===== config.mk =====
export PLATFORM = sky130hd
export DESIGN_NAME = dsv_div
export DESIGN_NICKNAME = d
export VERILOG_FILES = /design/src/sv/dsv_div.sv
export SDC_FILE = /design/constraint.sdc
export NUM_CORES = 2
export LEC_CHECK = 0
export BUFFER_PORTS_ARGS = -buffer_cell sky130_fd_sc_hd__buf_2
export CAP_MARGIN = 30
export CORE_MARGIN = 2
export CORE_UTILIZATION = 46
export CTS_CLUSTER_DIAMETER = 40
export DETAILED_ROUTE_END_ITERATION = 8
export MAX_ROUTING_LAYER = met4
export PLACE_DENSITY_LB_ADDON = 0.2
export RECOVER_POWER = 50
export SKIP_CTS_REPAIR_TIMING = 1
export SYNTH_ARGS = -nofsm -noshare
export SYNTH_HDL_FRONTEND = slang
export SYNTH_SLANG_ARGS = --single-unit

===== constraint.sdc =====
create_clock -name aclk -period 3.15 [get_ports aclk]
set_input_delay 0.1575 -clock aclk [delete_from_list [all_inputs] [get_ports aclk]]
set_output_delay 0.1575 -clock aclk [all_outputs]
set_load 0.05 [all_outputs]

===== src/sv/dsv_div.sv =====
// Pipelined restoring divider, one quotient bit per stage; keeps the low
// QW quotient bits. Depends on nothing.
module dsv_div #(
    parameter int DW = 30,
    parameter int VW = 14,
    parameter int QW = 16
) (
    input  logic          aclk,
    input  logic          en,
    input  logic [DW-1:0] num_i,
    input  logic [VW-1:0] den_i,
    output logic [QW-1:0] quo_o
);

    logic [DW-1:0] num_reg [DW];
    logic [VW-1:0] den_reg [DW];
    logic [VW-1:0] rem_reg [DW];
    logic [QW-1:0] quo_reg [DW];

    logic [DW-1:0] num_prv [DW];
    logic [VW-1:0] den_prv [DW];
    logic [VW-1:0] rem_prv [DW];
    logic [QW-1:0] quo_prv [DW];

    logic [DW-1:0] num_next [DW];
    logic [VW-1:0] rem_next [DW];
    logic [QW-1:0] quo_next [DW];

    always_comb begin
        num_prv[0] = num_i;
        den_prv[0] = den_i;
        rem_prv[0] = '0;
        quo_prv[0] = '0;
        for (int s = 1; s < DW; s++) begin
            num_prv[s] = num_reg[s-1];
            den_prv[s] = den_reg[s-1];
            rem_prv[s] = rem_reg[s-1];
            quo_prv[s] = quo_reg[s-1];
        end
    end

    always_comb begin
        logic [VW:0] rem_sh;
        logic        ge;
        for (int s = 0; s < DW; s++) begin
            rem_sh = {rem_prv[s], num_prv[s][DW-1]};
            ge = (rem_sh >= {1'b0, den_prv[s]});
            rem_next[s] = ge ? VW'(rem_sh - {1'b0, den_prv[s]}) : VW'(rem_sh);
            num_next[s] = num_prv[s] << 1;
            quo_next[s] = {quo_prv[s][QW-2:0], ge};
        end
    end

    always_ff @(posedge aclk) begin
        if (en) begin
            for (int s = 0; s < DW; s++) begin
                num_reg[s] <= num_next[s];
                den_reg[s] <= den_prv[s];
                rem_reg[s] <= rem_next[s];
                quo_reg[s] <= quo_next[s];
            end
        end
    end

    assign quo_o = quo_reg[DW-1];

endmodule


==> impl_metrics.env <==
export IMPL_run_status="finished, violations left"
export IMPL_violations="capacitance limit, slew limit"
export IMPL_drc=0
export IMPL_switching_share_pct=32.34
export IMPL_synth_edf_count=1383
export IMPL_synthCells=4933
export IMPL_cpPeakStageDelay_ps=460
export IMPL_min_period_ps=3045
export IMPL_wire_per_inst_um=16.56
export IMPL_hold_violations=0
export IMPL_placed_cell_area_sq_um=69560
export IMPL_fin_area_sq_um=76930
export IMPL_synth_area_leaders="edfxtp_1, ha_1, mux2_2"
export IMPL_r2r_cells=10
export IMPL_clkPwrFrac_pct=29.0
export IMPL_crit_buf_inv=2
export IMPL_grt_overflow_total=0
export IMPL_switching_power_mw=24.72
export IMPL_grt_max_degree=90
export IMPL_seq_area_frac_synth_pct=63.28
export IMPL_antenna_found_initial=0
export IMPL_clk_latency_ps=800
export IMPL_pwr_share_seq_pct=36.3
export IMPL_dr_first_iter_drc_count=2281
export IMPL_cts_sinks=1383
export IMPL_fp_dieW_um=381.7
export IMPL_synth_net_count=5430
export IMPL_critPathMaxFanout=20
export IMPL_grt_pass1_wl_um=196800
export IMPL_min_period_over_period_pct=96.68
export IMPL_drtPass1Iterations=5
export IMPL_ys_async_sr_fraction_pct=0
export IMPL_drv_cap=1
export IMPL_rows=138
export IMPL_yosys_top_cells_count="edfxtp_1, inv_1, ha_1, o21ai_0, nand2_1"
export IMPL_die_h_um=381.7
export IMPL_clock_path_buffers=3
export IMPL_io_pins=62
export IMPL_synth_flop_cell="edfxtp_1"
export IMPL_final_nets=5825
export IMPL_crit_arrival_ps=3580
export IMPL_finalWirelength_um=122400
export IMPL_worst_pin_slew_ps=2639
export IMPL_gp_congestion=0.8430
export IMPL_holdPathEnd="num_reg[0][12]"
export IMPL_min_from="num_i[12]"
export IMPL_ir_drop_v=0.0007101
export IMPL_criticalPathCategory="reg2reg"
export IMPL_syn_area_per_cell_sq_um=13.30
export IMPL_track_usage_pct=17.20
export IMPL_p_int_mw=51.72
export IMPL_viasPerCell=5.168
export IMPL_crit_path_start_kind="register"
export IMPL_synth_warnings=0
export IMPL_cts_tree="done"
export IMPL_fin_worst_skew_ps=24.48
export IMPL_antenna_cells=0
export IMPL_maxSlewHeadroom_pct=-75.96
export IMPL_area_delta_synth_final_pct=17.22
export IMPL_worstPathRequired_ps=3690
export IMPL_finalMaxSlewViolations=73
export IMPL_r2r_end="rem_reg[1][146]"
export IMPL_max_freq_ghz=0.3284
export IMPL_yosysMostFrequentCell="edfxtp_1"
export IMPL_end_kind="register"
export IMPL_ys_seq_elements=1383
export IMPL_layout_drive_gt1_share_pct=14.82
export IMPL_reg2reg_slack_ps=100
export IMPL_synthesis_area_sq_um=65630
export IMPL_p_total_mw=76.44
export IMPL_worstPathCellList="inv_2, ha_1, nor2b_1, o31a_1, or4_4, a221oi_4, a21oi_4, a31o_1, buf_12, mux2_4"
export IMPL_largest_reg_flops=435
export IMPL_yosysTopAreaCellShare_pct=63.28
export IMPL_cts_root_buffer="clkbuf_16"
export IMPL_hpwl_um=86010
export IMPL_core_sq_um=141600
export IMPL_crit_path_top_delay_cell="or4_4"
export IMPL_worstHoldPathCells=2
export IMPL_dr_total_vias=38180
export IMPL_hp_class="in2reg"
export IMPL_crit_family="compound AO/OA/AOI/OAI gates"
export IMPL_setup_violations=0
export IMPL_pwr_share_comb_pct=34.6
export IMPL_ant_nets=0
export IMPL_power_density_nw_per_um2=993.6
export IMPL_cts_inserted_buffers=201
export IMPL_post_synth_num_cell_types=81
export IMPL_die_area_sq_um=145700
export IMPL_cellLeakagePower_nw=30.21
export IMPL_place_port_buffers=61
export IMPL_first_global_vias=38170
export IMPL_regToRegStartpoint="den_reg[1][127]"
export IMPL_start_util_pct=46.36
export IMPL_yosysTopAreaCell="edfxtp_1"
export IMPL_clkTransAtPathRegs_ps=50
export IMPL_htreeDepth=4
-- power by group through the flow --
stage	clock [mW]	sequential [mW]	combinational, mW
after global routing	23.6	28.1	29.7
final	22.2	27.8	26.5
after CTS	22.8	27.9	26.3
after floorplan	0	27.0	19.8
after global placement	0	28.2	25.6
after detailed placement	0	28.2	26.1
-- layout make-up --
cell class	count	area, sq um
Clock buffer	218	5115
Tap cell	1890	2365
Timing Repair Buffer	258	2296
Multi-Input combinational cell	2963	21990
Sequential cell	1383	41530
Inverter	521	1956
Clock inverter	155	1683
Fill cell	11760	64650
-- kinds of logic (layout without fill, tap and decap cells) --
family                     Yosys count  count (layout)  synth area share, %
AOI/OAI and AO/OA                 1091            1091                10.44
muxes                              231             231                3.956
buffers and inverters              587            1152                3.418
and+or+nand+nor                    957             957                6.880
xor gates and xnor gates           233             233                3.109
DFF                               1383            1383                63.28
adders and majority gates          451             451                8.918
-- worst max path at each step --
stage               slack [ps]  cells past startpoint         endpoint             from
floorplan                  210                     12   rem_reg[1][12]  num_reg[0][463]
global placement           -80                     10  rem_reg[0][169]  rem_reg[0][154]
detailed placement         -80                     10  rem_reg[0][169]  rem_reg[0][154]
CTS                       -100                     11  rem_reg[0][169]  den_reg[0][155]
global route               -20                     12   rem_reg[1][12]  num_reg[0][463]
finish                     100                     10  rem_reg[1][146]  den_reg[1][127]
-- cell usage in the layout, fill, tap and decap left out, drive strengths merged, types with 64 or more instances in the layout --
cell,Yosys,layout
nor2,268,268
clkbuf,42,239
mux2,206,206
o21ai,322,322
nor2b,65,65
ha,423,423
xnor2,147,147
a21o,115,115
buf,24,192
inv,521,576
a21oi,287,287
clkinv,0,64
nand3,68,68
xor2,86,86
nand2,310,310
edfxtp,1383,1383
-- metal layers --
metal  vias to the layer above  routed length, um  global-route usage (%)
met1                     18060              53120                   20.69
met4                         0               3702                   6.474
met5                         -                  0                       -
li1                      19200                  -                       -
met3                       271               4583                   3.080
met2                       660              60950                   28.89
-- through the flow --
| step | setup WS (ps) | TNS, ps | utilization (%) | cells | hold slack [ps] |
|---|---|---|---|---|---|
| final | 104.7 | 0 | 54.34 | 7388 | 61.87 |
| after global routing | -17.03 | -58.20 | 54.34 | 7388 | 26.84 |
| after CTS | -101.2 | -411.8 | 53.93 | 7335 | -549.1 |
| after detailed placement | -82.79 | -223.2 | 49.13 | 6962 | 336.2 |
| after global placement | -78.53 | -199.8 | 49.13 | 6962 | 334.8 |
| after floorplan | 213.5 | 0 | - | 4933 | 256.4 |
Power figures use the tool's default switching activity.
